==> config.mk <==
export PLATFORM = sky130hd
export DESIGN_NAME = sdes_byte_cipher_flat
export DESIGN_NICKNAME = d
export VERILOG_FILES = /design/src/rtl/sdes_pkg.sv /design/src/rtl/sdes_ifs.sv /design/src/rtl/sdes_byte_cipher.sv /design/src/rtl/sdes_keysched.sv /design/src/rtl/sdes_feistel.sv /design/src/flat_wrapper.sv
export SDC_FILE = /design/constraint.sdc
export NUM_CORES = 1
export LEC_CHECK = 0
export BUFFER_PORTS_ARGS = -buffer_cell sky130_fd_sc_hd__buf_2
export CORE_ASPECT_RATIO = 1.2
export CORE_MARGIN = 2
export CORE_UTILIZATION = 48
export CTS_CLUSTER_DIAMETER = 100
export CTS_CLUSTER_SIZE = 10
export DETAILED_ROUTE_END_ITERATION = 8
export GPL_TIMING_DRIVEN = 0
export MAX_ROUTING_LAYER = met4
export PLACE_DENSITY = 0.7
export SLEW_MARGIN = 20
export SYNTH_ARGS = -nofsm -noshare
export SYNTH_HDL_FRONTEND = slang
export SYNTH_SLANG_ARGS = --single-unit
==> constraint.sdc <==
create_clock -name clk -period 6.7 [get_ports clk]
set_input_delay 0.335 -clock clk [delete_from_list [all_inputs] [get_ports clk]]
set_output_delay 0.335 -clock clk [all_outputs]
set_load 0.1 [all_outputs]
==> src/rtl/sdes_pkg.sv <==
package sdes_pkg;

	// configuration register indexes
	localparam logic [1:0] CFG_KEY   = 2'd0;
	localparam logic [1:0] CFG_SBOX0 = 2'd1;
	localparam logic [1:0] CFG_SBOX1 = 2'd2;

	localparam int unsigned CFG_IDX_W  = 2;
	localparam int unsigned CFG_DATA_W = 32;

	localparam logic [9:0]  KEY_RESET   = 10'd0;
	localparam logic [31:0] SBOX0_RESET = 32'hB7D8_1BB1;
	localparam logic [31:0] SBOX1_RESET = 32'hC613_D2E4;

	localparam logic [3:0] TAB_P10 [10] = '{4'd2, 4'd4, 4'd1, 4'd6, 4'd3,
		4'd9, 4'd0, 4'd8, 4'd7, 4'd5};
	localparam logic [3:0] TAB_LS1 [10] = '{4'd1, 4'd2, 4'd3, 4'd4, 4'd0,
		4'd6, 4'd7, 4'd8, 4'd9, 4'd5};
	localparam logic [3:0] TAB_LS2 [10] = '{4'd2, 4'd3, 4'd4, 4'd0, 4'd1,
		4'd7, 4'd8, 4'd9, 4'd5, 4'd6};
	localparam logic [3:0] TAB_P8 [8] = '{4'd5, 4'd2, 4'd6, 4'd3, 4'd7, 4'd4, 4'd9, 4'd8};
	localparam logic [2:0] TAB_IP [8] = '{3'd1, 3'd5, 3'd2, 3'd0, 3'd3, 3'd7, 3'd4, 3'd6};
	localparam logic [2:0] TAB_EP [8] = '{3'd7, 3'd4, 3'd5, 3'd6, 3'd5, 3'd6, 3'd7, 3'd4};
	localparam logic [2:0] TAB_FP [8] = '{3'd3, 3'd0, 3'd2, 3'd4, 3'd6, 3'd1, 3'd7, 3'd5};

	typedef struct packed {
		logic [7:0]  k1;
		logic [7:0]  k2;
		logic [31:0] sbox0;
		logic [31:0] sbox1;
	} sdes_keys_t;

	function automatic logic [9:0] perm10(input logic [9:0] v, input logic [3:0] tab [10]);
		logic [9:0] r;
		for (int i = 0; i < 10; i++) r[i] = v[tab[i]];
		return r;
	endfunction

	function automatic logic [7:0] perm_p8(input logic [9:0] v);
		logic [7:0] r;
		for (int i = 0; i < 8; i++) r[i] = v[TAB_P8[i]];
		return r;
	endfunction

	function automatic logic [7:0] perm8(input logic [7:0] v, input logic [2:0] tab [8]);
		logic [7:0] r;
		for (int i = 0; i < 8; i++) r[i] = v[tab[i]];
		return r;
	endfunction

	function automatic logic [7:0] reverse8(input logic [7:0] v);
		logic [7:0] r;
		for (int i = 0; i < 8; i++) r[7 - i] = v[i];
		return r;
	endfunction

endpackage

==> src/rtl/sdes_ifs.sv <==
interface sdes_in_if;
	logic       valid;
	logic       ready;
	logic       command;
	logic [7:0] data_byte;

	modport source (output valid, output command, output data_byte, input ready);
	modport sink   (input valid, input command, input data_byte, output ready);
endinterface

interface sdes_out_if;
	logic       valid;
	logic       ready;
	logic [7:0] result_byte;

	modport source (output valid, output result_byte, input ready);
	modport sink   (input valid, input result_byte, output ready);
endinterface

==> src/rtl/sdes_byte_cipher.sv <==
// sdes_byte_cipher: s-des on one byte per transfer
// path: an input byte is registered in stages s1, s2 and s3 before its output transfer
// throughput: one byte per cycle unless out_ch.ready stalls it; each of the three stages holds its byte on a stall
// reset: arst_n clears all stage valid bits, key to zero and both s-boxes to the
// standard tables; configuration writes act at once, also on bytes in stages 2 and 3
module sdes_byte_cipher
	import sdes_pkg::*;
(
	input  logic                  clk,
	input  logic                  arst_n,
	input  logic                  cfg_wr_en,
	input  logic [CFG_IDX_W-1:0]  cfg_index,
	input  logic [CFG_DATA_W-1:0] cfg_data,
	sdes_in_if.sink               in_ch,
	sdes_out_if.source            out_ch
);

	sdes_keys_t keys;

	// stage valid bits and payload
	logic       valid_s1;
	logic       valid_s2;
	logic       valid_s3;
	logic       cmd_s1;
	logic       cmd_s2;
	logic [7:0] ip_s1;
	logic [7:0] ext_s2;
	logic [7:0] result_s3;

	// load enables, computed from the output backward
	logic en_s1;
	logic en_s2;
	logic en_s3;

	logic [7:0] msg;
	logic [7:0] key_a;
	logic [7:0] key_b;
	logic [7:0] mix_a;
	logic [7:0] mix_b;
	logic [7:0] fp_out;

	sdes_keysched u_keysched (
		.clk       (clk),
		.arst_n    (arst_n),
		.cfg_wr_en (cfg_wr_en),
		.cfg_index (cfg_index),
		.cfg_data  (cfg_data),
		.keys      (keys)
	);

	// a stage takes new data when it is empty or its content moves on
	assign en_s3 = !valid_s3 || out_ch.ready;
	assign en_s2 = !valid_s2 || en_s3;
	assign en_s1 = !valid_s1 || en_s2;
	assign in_ch.ready = en_s1;

	// stage 1: encrypt bit-reverses the plaintext first, then initial permutation
	assign msg = in_ch.command ? in_ch.data_byte : reverse8(in_ch.data_byte);

	always_ff @(posedge clk or negedge arst_n) begin
		if (!arst_n) begin
			valid_s1 <= 1'b0;
		end else if (en_s1) begin
			valid_s1 <= in_ch.valid;
		end
	end

	always_ff @(posedge clk) begin
		if (en_s1 && in_ch.valid) begin
			cmd_s1 <= in_ch.command;
			ip_s1  <= perm8(msg, TAB_IP);
		end
	end

	// stage 2: first round, k1 for encrypt and k2 for decrypt, then half swap
	assign key_a = cmd_s1 ? keys.k2 : keys.k1;

	sdes_feistel u_round_a (
		.data   (ip_s1),
		.subkey (key_a),
		.sbox0  (keys.sbox0),
		.sbox1  (keys.sbox1),
		.mixed  (mix_a)
	);

	always_ff @(posedge clk or negedge arst_n) begin
		if (!arst_n) begin
			valid_s2 <= 1'b0;
		end else if (en_s2) begin
			valid_s2 <= valid_s1;
		end
	end

	always_ff @(posedge clk) begin
		if (en_s2 && valid_s1) begin
			cmd_s2 <= cmd_s1;
			ext_s2 <= {mix_a[3:0], mix_a[7:4]};
		end
	end

	// stage 3: second round with the other subkey, no swap, final permutation
	assign key_b = cmd_s2 ? keys.k1 : keys.k2;

	sdes_feistel u_round_b (
		.data   (ext_s2),
		.subkey (key_b),
		.sbox0  (keys.sbox0),
		.sbox1  (keys.sbox1),
		.mixed  (mix_b)
	);

	assign fp_out = perm8(mix_b, TAB_FP);

	always_ff @(posedge clk or negedge arst_n) begin
		if (!arst_n) begin
			valid_s3 <= 1'b0;
		end else if (en_s3) begin
			valid_s3 <= valid_s2;
		end
	end

	// decrypt bit-reverses the recovered byte
	always_ff @(posedge clk) begin
		if (en_s3 && valid_s2) begin
			result_s3 <= cmd_s2 ? reverse8(fp_out) : fp_out;
		end
	end

	assign out_ch.valid       = valid_s3;
	assign out_ch.result_byte = result_s3;

endmodule

==> src/rtl/sdes_keysched.sv <==
module sdes_keysched
	import sdes_pkg::*;
(
	input  logic                  clk,
	input  logic                  arst_n,
	input  logic                  cfg_wr_en,
	input  logic [CFG_IDX_W-1:0]  cfg_index,
	input  logic [CFG_DATA_W-1:0] cfg_data,
	output sdes_keys_t            keys
);

	logic [9:0]  key_q;
	logic [31:0] sbox0_q;
	logic [31:0] sbox1_q;
	logic [9:0]  p10;
	logic [9:0]  ls1;
	logic [9:0]  ls2;

	always_ff @(posedge clk or negedge arst_n) begin
		if (!arst_n) begin
			key_q   <= KEY_RESET;
			sbox0_q <= SBOX0_RESET;
			sbox1_q <= SBOX1_RESET;
		end else if (cfg_wr_en) begin
			unique case (cfg_index)
				CFG_KEY:   key_q   <= cfg_data[9:0];
				CFG_SBOX0: sbox0_q <= cfg_data;
				CFG_SBOX1: sbox1_q <= cfg_data;
				default:   ;
			endcase
		end
	end

	// subkeys: P10, rotate halves by 1 for k1, by 2 more for k2, then P8
	always_comb begin
		p10 = perm10(key_q, TAB_P10);
		ls1 = perm10(p10, TAB_LS1);
		ls2 = perm10(ls1, TAB_LS2);
		keys.k1    = perm_p8(ls1);
		keys.k2    = perm_p8(ls2);
		keys.sbox0 = sbox0_q;
		keys.sbox1 = sbox1_q;
	end

endmodule

==> src/rtl/sdes_feistel.sv <==
module sdes_feistel
	import sdes_pkg::*;
(
	input  logic [7:0]  data,
	input  logic [7:0]  subkey,
	input  logic [31:0] sbox0,
	input  logic [31:0] sbox1,
	output logic [7:0]  mixed
);

	logic [7:0]  x;
	logic [3:0]  idx0;
	logic [3:0]  idx1;
	logic [31:0] sh0;
	logic [31:0] sh1;
	logic [1:0]  s0;
	logic [1:0]  s1;
	logic [3:0]  f;

	always_comb begin
		x    = perm8(data, TAB_EP) ^ subkey;
		// row from outer bits, column from inner bits
		idx0 = {x[3], x[0], x[2], x[1]};
		idx1 = {x[7], x[4], x[6], x[5]};
		sh0  = sbox0 >> {idx0, 1'b0};
		sh1  = sbox1 >> {idx1, 1'b0};
		s0   = sh0[1:0];
		s1   = sh1[1:0];
		f    = {s0[0], s1[0], s1[1], s0[1]};
		mixed = {data[7:4], f ^ data[3:0]};
	end

endmodule

==> src/flat_wrapper.sv <==
// flat-port wrapper written by rule: the top's interface ports become plain ports
module sdes_byte_cipher_flat import sdes_pkg::*;
  (clk, arst_n, cfg_wr_en, cfg_index, cfg_data, in_ch_valid, in_ch_command, in_ch_data_byte, in_ch_ready, out_ch_valid, out_ch_result_byte, out_ch_ready);
  sdes_in_if in_ch_i ();
  sdes_out_if out_ch_i ();
  input  logic clk;
  input  logic arst_n;
  input  logic cfg_wr_en;
  input  logic [CFG_IDX_W-1:0] cfg_index;
  input  logic [CFG_DATA_W-1:0] cfg_data;
  input wire logic [$bits(in_ch_i.valid)-1:0] in_ch_valid;
  input wire logic [$bits(in_ch_i.command)-1:0] in_ch_command;
  input wire logic [$bits(in_ch_i.data_byte)-1:0] in_ch_data_byte;
  output wire logic [$bits(in_ch_i.ready)-1:0] in_ch_ready;
  output wire logic [$bits(out_ch_i.valid)-1:0] out_ch_valid;
  output wire logic [$bits(out_ch_i.result_byte)-1:0] out_ch_result_byte;
  input wire logic [$bits(out_ch_i.ready)-1:0] out_ch_ready;
  assign in_ch_i.valid = in_ch_valid;
  assign in_ch_i.command = in_ch_command;
  assign in_ch_i.data_byte = in_ch_data_byte;
  assign in_ch_ready = in_ch_i.ready;
  assign out_ch_valid = out_ch_i.valid;
  assign out_ch_result_byte = out_ch_i.result_byte;
  assign out_ch_i.ready = out_ch_ready;
  sdes_byte_cipher u_core (.clk(clk), .arst_n(arst_n), .cfg_wr_en(cfg_wr_en), .cfg_index(cfg_index), .cfg_data(cfg_data), .in_ch(in_ch_i), .out_ch(out_ch_i));
endmodule
Word level (Yosys, flattened, before mapping)
Cells that the tools add are included.
{ "totals": {"inputBits": 48, "output_inout_bits": 10, "register_bits": 103, "word_cells": 38} }
{ "op_classes": {"muxes": 4, "shift": 4, "eq_ne": 2, "n_reduce_logical": 13, "bitwise_logic": 4} }
{ "op_table": {"columns": ["op", "n"], "rows": [
  ["$shr A32 B5 Y2", 4],
  ["$mux W8", 4],
  ["$xor A8 B8 Y8", 2],
  ["$xor A4 B4 Y4", 2],
  ["$reduce_and A2 Y1", 3],
  ["$logic_and A1 B1 Y1", 3],
  ["$logic_not A1 Y1", 3],
  ["$logic_or A1 B1 Y1", 3],
  ["$eq A2 B1 Y1 const B", 1],
  ["$eq A2 B2 Y1 const B", 1],
  ["$logic_not A2 Y1", 1]
]} }

Logic depth before layout (Yosys ltp)
Gate-level depths: netlist (run 1).
{ "logic_depth": {"ltp_word": 5, "mapped_depth": 9, "ltp_nobuf": 7} }

Modules after synthesis
Synthesis (run 1) repeated with hierarchy kept, for this count alone.
{ "hier_totals": {"hier_cells": 366, "area_unflattened_um2": 5853.1} }
{ "modules_own_cells": {"columns": ["mod", "instances", "seq_area_each_um2", "cells_each", "area_each_um2"], "rows": [
  ["sdes_keysched", 1, 1893.1, 164, 3019.1],
  ["sdes_feistel", 2, 0.0, 64, 739.5],
  ["sdes_byte_cipher", 1, 855.8, 74, 1355.0]
]} }

Worst setup path before layout (run 1)
OpenSTA, ideal clock, no wires.
{ "synth_path": {"kind": "register to register", "start": "register u_core.valid_s3, in the netlist u_core.out_ch.valid", "end": "register u_core.cmd_s1 (enable)", "setup_slack_ns": 3.872, "required_ns": 6.414, "n_path_buf": 0, "period_less_slack_ns": 2.828, "setup_ns": 0.286, "t_arrival_ns": 2.541, "path_stages_with_launch": 4, "path_cell_list": "dfrtp_1 -> nor2b_1 -> nand3_1 -> and2_1"} }
{ "synth_via": {"elab_chain_cells": 5} }
{ "synth_lines": {"columns": ["item", "line_no", "rtl"], "rows": [
  ["from (decl)", "sdes_byte_cipher.sv:23", "logic valid_s3;"],
  ["from (signal assigned)", "sdes_byte_cipher.sv:118", "valid_s3 <= valid_s2;"],
  ["$logic_not A1 Y1", "sdes_byte_cipher.sv:52", "assign en_s3 = !valid_s3 || out_ch.ready;"],
  ["$logic_or A1 B1 Y1", "sdes_byte_cipher.sv:52", null],
  ["$logic_or A1 B1 Y1", "sdes_byte_cipher.sv:53", "assign en_s2 = !valid_s2 || en_s3;"],
  ["$logic_or A1 B1 Y1", "sdes_byte_cipher.sv:54", "assign en_s1 = !valid_s1 || en_s2;"],
  ["via in_ch_ready", "flat_wrapper.sv:14", "output wire logic [$bits(in_ch_i.ready)-1:0] in_ch_ready;"],
  ["$logic_and A1 B1 Y1", "sdes_byte_cipher.sv:69", "if (en_s1 && in_ch.valid) begin"],
  ["to (signal assigned)", "sdes_byte_cipher.sv:70", "cmd_s1 <= in_ch.command;"],
  ["to (decl)", "sdes_byte_cipher.sv:24", "logic cmd_s1;"]
]} }
The timed path passes the listed nets, and every way through them passes these cells.
A chain may end at the register's enable or synchronous reset.

Final worst setup path (run 1)
{ "layout_path": {"start": "register u_core.cmd_s1", "end": "register u_core.ext_s2[4] (data pin)"} }
{ "layout_via": {"elab_chain_cells": 4} }
{ "layout_lines": {"columns": ["item", "line_no", "rtl"], "rows": [
  ["$mux W8", "sdes_byte_cipher.sv:76", "assign key_a = cmd_s1 ? keys.k2 : keys.k1;"],
  ["$xor A8 B8 Y8", "sdes_feistel.sv:21", "x = perm8(data, TAB_EP) ^ subkey;"],
  ["$shr A32 B5 Y2", "sdes_feistel.sv:25", "sh0 = sbox0 >> {idx0, 1'b0};"],
  ["$xor A4 B4 Y4", "sdes_feistel.sv:30", "mixed = {data[7:4], f ^ data[3:0]};"],
  ["via u_core.mix_a[0]", "sdes_byte_cipher.sv:38", "logic [7:0] mix_a;"],
  ["to (signal assigned)", "sdes_byte_cipher.sv:97", "ext_s2 <= {mix_a[3:0], mix_a[7:4]};"],
  ["to (decl)", "sdes_byte_cipher.sv:27", "logic [7:0] ext_s2;"]
]} }
The timed path passes the listed nets, and every way through them passes these cells.

==> results_dict.tcl, run 1 <==
set metrics [dict create \
    cts_inserted_buffers 9 \
    crit_required_ns 6.79 \
    maxSlewHeadroom 0.327 \
    rsz0062_at_grt "no" \
    drt-met1-wl_mm 6.06 \
    start_util 0.488 \
    placed_cell_area_um2 6370 \
    ant_nets 0 \
    slowest_stage "mux4_2" \
    tns_ns 0 \
    critical_path_peak_fanout 10 \
    synth_top_cell_by_area "dfrtp_1" \
    syn_area_um2 5860 \
    numPortBuffers 57 \
    post-synth-top-count-cell "mux2_2" \
    die_w_um 105 \
    synth_edf_count 26 \
    ioPinCount 58 \
    gp_congestion 0.975 \
    cts_resized 0 \
    root_buffer "clkbuf_16" \
    end_kind "flip-flop" \
    grt_antenna_before_repair 0 \
    vias 3966 \
    fin_crit_sh 0.463 \
    syn_avg_cell_area_um2 12.9 \
    cts_tree "built" \
    share_comb_of_total_power 0.443 \
    status "finished clean" \
    synth_cell_types 49 \
    synth_top_area_frac 0.188 \
    setup_slack_ns 3.60 \
    leakage_nw 2.75 \
    final_util 0.557 \
    whs_ns 0.184 \
    ys_ff_latch 103 \
    place_ws_ns 3.65 \
    async_flop_share 0.748 \
    clockPowerShare 0.204 \
    totalWireLength_mm 14.0 \
    routed.top_layer "met4" \
    max_cap_violations 0 \
    fin_skew_ns 0.00793 \
    min_period_ns 3.10 \
    syn-instance-count 453 \
    fin_nets 571 \
    vias_per_cell 5.76 \
    overflow 0 \
    wl_met3_um 488 \
    power_mw 2.65 \
    drc 0 \
    crit_path_start_kind "flip-flop" \
    finalSetupViolCount 0 \
    placed_cells 672 \
    r2r_cells 8 \
    num_rows 44 \
    worst_pin_slew_ns 1.00 \
    wire_per_inst_um 20.4 \
    p_seq_frac 0.353 \
    holdPathStages 2 \
    max_stage_delay_ns 0.54 \
    worstPathArrival_ns 3.19 \
    dr_wl_met2_mm 6.96 \
    peakVddDrop_uv 226 \
    syn_nets 501 \
    instances_no_fill 689 \
    power_density_nw_per_um2 397 \
    n_antenna_cell 0 \
    grt_max_degree 43 \
    max-clock-path-buffers 2 \
    cp_cell_sequence "buf_2 -> mux2i_1 -> xnor2_1 -> buf_2 -> mux4_2 -> a211oi_1 -> a21oi_1 -> xor2_1" \
    hold_viol_final 0 \
    grt_pass1_wl_mm 22.4 \
    firstDrtPassIters 4 \
    critical_path_class "flip-flop to flip-flop" \
    synth_top_cells_by_area "dfrtp_1, mux2_2, dfstp_2" \
    ys_warn_count 0 \
    area_growth_pct 14.1 \
    cp_common_cell "buf_2" \
    net-switching-power_mw 1.05 \
    clk_latency_ns 0.36 \
    max_freq_mhz 323 \
    clock_sinks 103 \
    chipHeight_um 125 \
    clk_pin_slew_worst_paths_ns 0.06 \
    synth_common_cells "mux2_2, mux2i_1, dfrtp_1" \
    h-tree-depth 3 \
    core_um2 12000 \
    p_int_mw 1.61 \
    grt_pass1_vias 4079 \
    slew_violations 0 \
    min_path_type "input port to flip-flop" \
    fillers 1050 \
    drtIter0Drc 169 \
    final_area_um2 6690 \
    drive_gt1_frac 0.422 \
    ys.flop_type "dfrtp_1" \
    postCtsSetupRepairBufs 0 \
    grt_use_total 0.234 \
    sw_frac_of_total 0.394 \
    ys_seq_area_frac 0.469 \
    dp_hpwl_mm 10.8 \
    dieArea_um2 13100 \
]
==> logic make-up (layout without fill, tap and decap cells) <==
logic type	after synthesis	in the layout	share of synthesized area
mux	160	160	0.319
flops	103	103	0.469
simple gates	91	91	0.0800
compound gates	51	51	0.0645
xor+xnor	26	26	0.0510
buf+inv	22	97	0.0169
==> path summary, 6_finish.rpt <==
path | from | endpoint | slack (ns)
setup / recovery | u_core.cmd_s1$_DFFE_PP_ | u_core.ext_s2[4]$_DFFE_PP_ | 3.60
hold / removal | in_ch_valid | u_core.valid_s1$_DFFE_PN0N_ | 0.18
setup reg to reg | u_core.cmd_s1$_DFFE_PP_ | u_core.ext_s2[4]$_DFFE_PP_ | 3.60
hold reg to reg | u_core.cmd_s1$_DFFE_PP_ | u_core.cmd_s2$_DFFE_PP_ | 0.45
max in group asynchronous | arst_n | u_core.u_keysched.sbox1_q[15]$_DFFE_PN1P_ | 5.57
min in group asynchronous | arst_n | u_core.out_ch.valid$_DFFE_PN0P_ | 0.48
==> final cells by class <==
| cell class | instances | area [um^2] | share of cell area |
|---|---|---|---|
| clock inverter | 2 | 38.8 | 0.00580 |
| multi-input combinational | 328 | 3010 | 0.451 |
| inverter | 3 | 11.3 | 0.00168 |
| clock buffer | 14 | 269 | 0.0402 |
| buffer | 19 | 87.6 | 0.0131 |
| sequential | 103 | 2750 | 0.411 |
| tap | 161 | 201 | 0.0301 |
| timing repair buffer | 59 | 318 | 0.0475 |
==> layout by cell type, fill, tap and decap left out, drive strengths merged, types with 3 or more instances in the layout <==
cell type and instances:
a2111oi 3, a211o 7, a211oi 11, a21oi 10, a31oi 4, a32oi 6
and2 3, and3 4, buf 69, clkbuf 22, dfrtp 44, dfstp 33
edfxtp 26, inv 3, mux2 90, mux2i 60, mux4 10, nand2 25
nand2b 11, nand3 7, nand3b 3, nor2 17, nor2b 9, nor3 4
o211ai 3, xnor2 18, xor2 8
==> sequential cells by signal, summed over array words and instances, names as in the netlist <==
| signal | flops |
|---|---|
| u_core.cmd_s1 | 1 |
| u_core.cmd_s2 | 1 |
| u_core.ext_s2 | 8 |
| u_core.ip_s1 | 8 |
| u_core.out_ch.result_byte | 8 |
| u_core.out_ch.valid | 1 |
| u_core.u_keysched.key_q | 10 |
| u_core.u_keysched.sbox0_q | 32 |
| u_core.u_keysched.sbox1_q | 32 |
| u_core.valid_s1 | 1 |
| u_core.valid_s2 | 1 |
==> worst max-delay path: cells and delay by family (launching register included) <==
| kind | cells | cell delay [ns] |
|---|---|---|
| mux | 2 | 0.69 |
| flops | 1 | 0.38 |
| compound gates | 2 | 0.51 |
| xor+xnor | 2 | 0.64 |
| buf+inv | 2 | 0.60 |
==> routing by layer <==
layer / GRT usage / vias to the layer above
li1: - / 1847
met1: 0.288 / 1993
met2: 0.375 / 95
met3: 0.0349 / 31
met4: 0.117 / 0
met5: - / -
==> what timing repair did <==
action / 4_1_cts / 5_1_grt
endpoints found under the hold margin: 24 / 0
hold buffers: 1 / 0
setup endpoints to repair: 0 / 0
==> power by group through the flow <==
stage               registers [mW]  logic, mW  clock network, mW
floorplan                     1.03      0.775                  0
finish                       0.936       1.17              0.541
CTS                          0.934       1.17              0.551
detailed placement           0.944       1.17                  0
global route                 0.953       1.26              0.579
global placement             0.936       1.15                  0
Power figures use the tool's default switching activity.
==> run 2: changes to the inputs <==
clock period = 2.9 ns   (was 6.7 ns; I/O delays follow)
==> run 2 against run 1 <==
Sequential power rose by 130%. Clock-buffer cell count did not move. Power rose by 140%. Sequential share of layout area fell by 1.0 points. Cell area rose by 2.6%. Combinational power rose by 140%. Core utilization rose by 1.4 points. Setup slack got worse by 3.5 ns. Via count rose by 1.6%. Routed wire length rose by 0.31%. Register-to-register slack got worse by 3.5 ns. Sequential cell count did not move.
==> results_dict.tcl, run 2 (synthesis gave the netlist of run 1 again) <==
set metrics [dict create \
    power_mw 6.27 \
    max_freq_mhz 356 \
    fin_nets 577 \
    placed_cells 672 \
    overflow 0 \
    leakage_nw 2.82 \
    critical_path_class "flip-flop to flip-flop" \
    drive_gt1_frac 0.453 \
    crit_path_start_kind "flip-flop" \
    cp_cell_sequence "buf_2 -> mux2i_2 -> xnor2_2 -> buf_4 -> mux4_2 -> nor2b_1 -> a211oi_1 -> a21oi_1 -> xor2_1" \
    slew_violations 0 \
    crit_required_ns 2.99 \
    ant_nets 0 \
    n_antenna_cell 0 \
    die_w_um 105 \
    firstDrtPassIters 4 \
    cts_inserted_buffers 9 \
    layout_commonest_cell "mux2_2" \
    fin_crit_sh 0.968 \
    min_path_type "input port to flip-flop" \
    dp_hpwl_mm 10.8 \
    instances_no_fill 695 \
    clock_sinks 103 \
    max_stage_delay_ns 0.48 \
    p_seq_frac 0.346 \
    vias_per_cell 5.80 \
    min_period_ns 2.81 \
    p_int_mw 3.80 \
    placed_cell_area_um2 6370 \
    max_cap_violations 0 \
    area_growth_pct 17.1 \
    sw_frac_of_total 0.394 \
    share_comb_of_total_power 0.454 \
    chipHeight_um 125 \
    hold_viol_final 0 \
    gp_congestion 0.975 \
    final_area_um2 6860 \
    power_density_nw_per_um2 914 \
    drtIter0Drc 174 \
    top_regs "u_core.u_keysched.sbox0_q: 32 flops, u_core.u_keysched.sbox1_q: 32 flops, u_core.u_keysched.key_q: 10 flops" \
    dieArea_um2 13100 \
    finalSetupViolCount 0 \
    ioPinCount 58 \
    maxSlewHeadroom 0.485 \
    end_kind "flip-flop" \
    fin_skew_ns 0.00743 \
    max-clock-path-buffers 2 \
    clk_latency_ns 0.35 \
    status "finished clean" \
    crit_buf_inv 2 \
    start_util 0.488 \
    totalWireLength_mm 14.1 \
    peakVddDrop_uv 524 \
    place_ws_ns -0.151 \
    reg2reg_slack_ns 0.09 \
    critical_path_peak_fanout 8 \
    clockPowerShare 0.199 \
    numPortBuffers 57 \
    grt_pass1_vias 4097 \
    drc 0 \
    wire_per_inst_um 20.3 \
    grt_max_degree 43 \
    grt_use_total 0.234 \
    vias 4028 \
    slowest_stage "mux4_2" \
    setup_slack_ns 0.0926 \
    net-switching-power_mw 2.47 \
    core_um2 12000 \
    final_cell_mix "mux2_2, buf_2, mux2i_1, dfrtp_1, dfstp_2" \
    clk_pin_slew_worst_paths_ns 0.07 \
    grt_antenna_before_repair 0 \
    grt_pass1_wl_mm 22.4 \
    h-tree-depth 3 \
    critPathTopFamily "multiplexers" \
    root_buffer "clkbuf_16" \
    num_rows 44 \
    fillers 1028 \
    worst_pin_slew_ns 0.769 \
    cts_tree "built" \
    worstPathArrival_ns 2.89 \
    whs_ns 0.0301 \
]
## run 2: changes by cell type in the layout (fill, tap and decap cells not counted), moves of 2 or more
cell / previous run / this run
mux2i_1: 57 / 52
dlygate4sd3_1: 1 / 3
xnor2_2: 6 / 10
xnor2_1: 11 / 5
buf_4: 1 / 7
xnor2_4: 1 / 3
a32oi_2: 0 / 3
buf_2: 63 / 61
mux2i_2: 1 / 6
a32oi_1: 6 / 3
## run 2: layout make-up
| cell class | instances | area [um^2] | area share |
|---|---|---|---|
| tap | 161 | 201 | 0.0294 |
| clock inverter | 2 | 38.8 | 0.00565 |
| buffer | 19 | 92.6 | 0.0135 |
| clock buffer | 14 | 269 | 0.0392 |
| inverter | 3 | 11.3 | 0.00164 |
| sequential | 103 | 2750 | 0.401 |
| multi-input combinational | 328 | 3130 | 0.456 |
| timing repair buffer | 65 | 368 | 0.0536 |
## run 2: path summary, 6_finish.rpt
| check | depth (start not counted) | start | end |
|---|---|---|---|
| min in group asynchronous | 2 | arst_n | u_core.out_ch.valid$_DFFE_PN0P_ |
| hold reg to reg | 0 | u_core.cmd_s1$_DFFE_PP_ | u_core.cmd_s2$_DFFE_PP_ |
| hold / removal | 2 | cfg_data[24] | u_core.u_keysched.sbox1_q[24]$_DFFE_PN0P_ |
| max in group asynchronous | 3 | arst_n | u_core.u_keysched.sbox1_q[15]$_DFFE_PN1P_ |
| setup reg to reg | 9 | u_core.cmd_s1$_DFFE_PP_ | u_core.ext_s2[4]$_DFFE_PP_ |
| setup / recovery | 9 | u_core.cmd_s1$_DFFE_PP_ | u_core.ext_s2[4]$_DFFE_PP_ |
## run 2: what timing repair did
item                                   4_1_cts  5_1_grt
pin swaps                                    0        1
setup endpoints to repair                    4        9
setup buffers                                0        4
hold buffers                                 3        0
endpoints found under the hold margin       26        0
resized for setup                            5       16
## run 2: power groups by stage
stage	registers [mW]	logic, mW	clock network, mW
after global routing	2.21	3.04	1.34
after detailed placement	2.18	2.70	0
after global placement	2.16	2.65	0
final	2.17	2.85	1.25
after CTS	2.16	2.73	1.27
after floorplan	2.39	1.79	0
## run 2: through the flow
| step | utilization | setup TNS, ns |
|---|---|---|
| 2_1_floorplan | - | 0 |
| 3_3_place_gp | 0.529 | -0.155 |
| 3_5_place_dp | 0.531 | -0.295 |
| 4_1_cts | 0.562 | 0 |
| 5_1_grt | 0.572 | -0.00324 |
| 6_report | 0.572 | 0 |
## run 2: per-layer routing
layer | routed length [um] | vias to the layer above | share of wire | track usage
li1 | - | 1864 | - | -
met1 | 5860 | 2021 | 0.42 | 0.286
met2 | 7050 | 110 | 0.50 | 0.375
met3 | 611 | 33 | 0.043 | 0.0396
met4 | 569 | 0 | 0.040 | 0.118
met5 | 0 | - | 0 | -
==> run 3: changes to the inputs <==
ABC_AREA = 1   (was not set)
CAP_MARGIN = 25   (was not set)
GPL_ROUTABILITY_DRIVEN = 0   (was not set)
==> run 3 against run 2 <==
Power shrank 12%. Setup slack better by 0.31 ns. Maximum frequency rose by 13%. Cell area fell by 5.5%. Sequential power decreased by 5%. First-iteration DRC count grew to 3.9 times the previous value. Clock power barely moved. Critical path depth rose by 4. Via count up 38%. Register-to-register slack improved by 0.31 ns. Area after synthesis decreased by 3.5%. Critical endpoint is now u_core.out_ch.result_byte[2]$_DFFE_PP_.
==> results_dict.tcl, run 3 <==
set metrics [dict create \
    status "finished clean" \
    n_antenna_cell 0 \
    die_w_um 103 \
    clock_sinks 103 \
    p_seq_frac 0.374 \
    postCtsSetupRepairBufs 0 \
    cts_inserted_buffers 9 \
    syn_nets 800 \
    layout_commonest_cell "nand2_1" \
    grt_busiest_layer "met2" \
    grt_pass1_wl_mm 26.9 \
    grt_util_met3 0.0384 \
    ioPinCount 58 \
    instances_no_fill 984 \
    ys_seq_area_frac 0.486 \
    cts_resized 0 \
    fin_skew_ns 0.00710 \
    p_int_mw 3.15 \
    chipHeight_um 123 \
    sw_frac_of_total 0.431 \
    synth_top_cell_by_area "dfrtp_1" \
    grt_max_degree 47 \
    wire_per_inst_um 17.1 \
    fin_crit_sh 0.859 \
    ys_warn_count 0 \
    totalWireLength_mm 16.8 \
    syn-instance-count 752 \
    top_regs "u_core.u_keysched.sbox0_q: 32 flops, u_core.u_keysched.sbox1_q: 32 flops, u_core.u_keysched.key_q: 10 flops" \
    hold_viol_final 0 \
    cp_common_cell "nand2_1" \
    drive_gt1_frac 0.160 \
    finalSetupViolCount 0 \
    vias 5541 \
    max_cap_violations 0 \
    final_util 0.563 \
    grt_pass1_vias 5238 \
    critical_path_class "flip-flop to flip-flop" \
    min_path_type "input port to flip-flop" \
    power_density_nw_per_um2 854 \
    syn_avg_cell_area_um2 7.52 \
    power_mw 5.54 \
    firstDrtPassIters 9 \
    cts_tree "built" \
    crit_required_ns 3.01 \
    max_freq_mhz 401 \
    clk_pin_slew_worst_paths_ns 0.07 \
    use_met1 0.378 \
    max_stage_delay_ns 0.51 \
    dp_hpwl_mm 12.5 \
    synth_top_area_frac 0.195 \
    area_growth_pct 14.6 \
    critical_path_peak_fanout 10 \
    grt_use_met2 0.462 \
    cp_cell_sequence "inv_2 -> buf_2 -> nand2_1 -> nand2_1 -> nand2_1 -> nand2_1 -> nand3_1 -> nand3_1 -> nand3_1 -> nand2_1 -> nand2_1 -> nand3_1 -> nand2_1" \
    share_comb_of_total_power 0.398 \
    drtIter0Drc 680 \
    syn_area_um2 5660 \
    final_cell_mix "nand2_1, nand3_1, o21ai_0, inv_1, buf_2" \
    placed_cells 967 \
    clk_latency_ns 0.35 \
    crit_buf_inv 2 \
    drc 0 \
    synth_common_cells "nand2_1, nand3_1, o21ai_0" \
    root_buffer "clkbuf_16" \
    clockPowerShare 0.228 \
    grt_use_total 0.290 \
    numPortBuffers 57 \
    worst_pin_slew_ns 0.823 \
    synth_cell_types 22 \
    leakage_nw 3.13 \
    ys_ff_latch 103 \
    net-switching-power_mw 2.38 \
    slowest_stage "edfxtp_1" \
    maxSlewHeadroom 0.451 \
    min_period_ns 2.49 \
    critPathTopFamily "simple AND/OR/NAND/NOR gates" \
    fin_nets 870 \
    postCtsHoldBufs 1 \
    grt_antenna_before_repair 0 \
    ys.flop_type "dfrtp_1" \
    max-clock-path-buffers 2 \
    end_kind "flip-flop" \
    synth_edf_count 26 \
    core_um2 11500 \
    reg2reg_slack_ns 0.41 \
    start_util 0.491 \
    post-synth-top-count-cell "nand2_1" \
    ant_nets 0 \
    crit_path_start_kind "flip-flop" \
    rsz0062_at_grt "no" \
    worstPathArrival_ns 2.60 \
    overflow 0 \
    h-tree-depth 3 \
    peakVddDrop_uv 389 \
    tns_ns 0 \
    dieArea_um2 12700 \
    async_flop_share 0.748 \
    slew_violations 0 \
    num_rows 43 \
    synth_top_cells_by_area "dfrtp_1, nand2_1, dfstp_2" \
    vias_per_cell 5.63 \
]
run 3: worst reg2reg max path, cell delays in order, from the launching register on:
cell,delay [ns]
edfxtp_1,0.51
inv_2,0.13
buf_2,0.24
nand2_1,0.13
nand2_1,0.10
nand2_1,0.05
nand2_1,0.31
nand3_1,0.18
nand3_1,0.12
nand3_1,0.16
nand2_1,0.10
nand2_1,0.07
nand3_1,0.08
nand2_1,0.06
run 3: worst paths after layout:
kind | startpoint | endpoint | cells past startpoint
max | u_core.cmd_s2$_DFFE_PP_ | u_core.out_ch.result_byte[2]$_DFFE_PP_ | 13
min | in_ch_valid | u_core.valid_s1$_DFFE_PN0N_ | 3
max reg2reg | u_core.cmd_s2$_DFFE_PP_ | u_core.out_ch.result_byte[2]$_DFFE_PP_ | 13
min reg2reg | u_core.valid_s2$_DFFE_PN0P_ | u_core.out_ch.valid$_DFFE_PN0P_ | 2
max in group asynchronous | arst_n | u_core.u_keysched.sbox0_q[7]$_DFFE_PN1P_ | 3
min in group asynchronous | arst_n | u_core.u_keysched.sbox0_q[16]$_DFFE_PN0P_ | 2
run 3: area by class of cell:
type / instances / area (um^2)
buffer: 26 / 138
clock buffer: 10 / 229
clock inverter: 6 / 75.1
fill: 1130 / 5030
inverter: 76 / 285
multi-input combinational: 547 / 2490
sequential: 103 / 2750
tap: 157 / 196
timing repair buffer: 59 / 325
run 3: kinds of logic after synthesis:
| kind of cell | count (synthesis) | synth area share |
|---|---|---|
| XOR/XNOR | 11 | 0.0230 |
| flip-flops | 103 | 0.486 |
| buffers and inverters | 102 | 0.0747 |
| AND/OR/NAND/NOR | 439 | 0.329 |
| AO/OA/AOI/OAI | 97 | 0.0871 |
run 3: layer usage:
metal	wire length, um	up-vias
li1	-	2596
met1	6810	2621
met4	576	0
met3	1290	43
met5	0	-
met2	8120	281
run 3: power by group through the flow:
stage	clock network, mW	registers, mW	logic (mW)
CTS	1.27	2.06	2.16
finish	1.26	2.07	2.21
floorplan	0	2.33	1.30
detailed placement	0	2.09	2.14
global route	1.33	2.10	2.41
global placement	0	2.08	2.09
run 3: per-stage QoR:
step,cell area (um^2),worst slack (ns),hold slack (ns)
floorplan,5660,0.418,-0.151
global placement,6140,0.583,0.391
detailed placement,6170,0.544,0.115
CTS,6480,0.503,0.0178
global route,6480,0.318,0.0310
finish,6480,0.408,0.0230
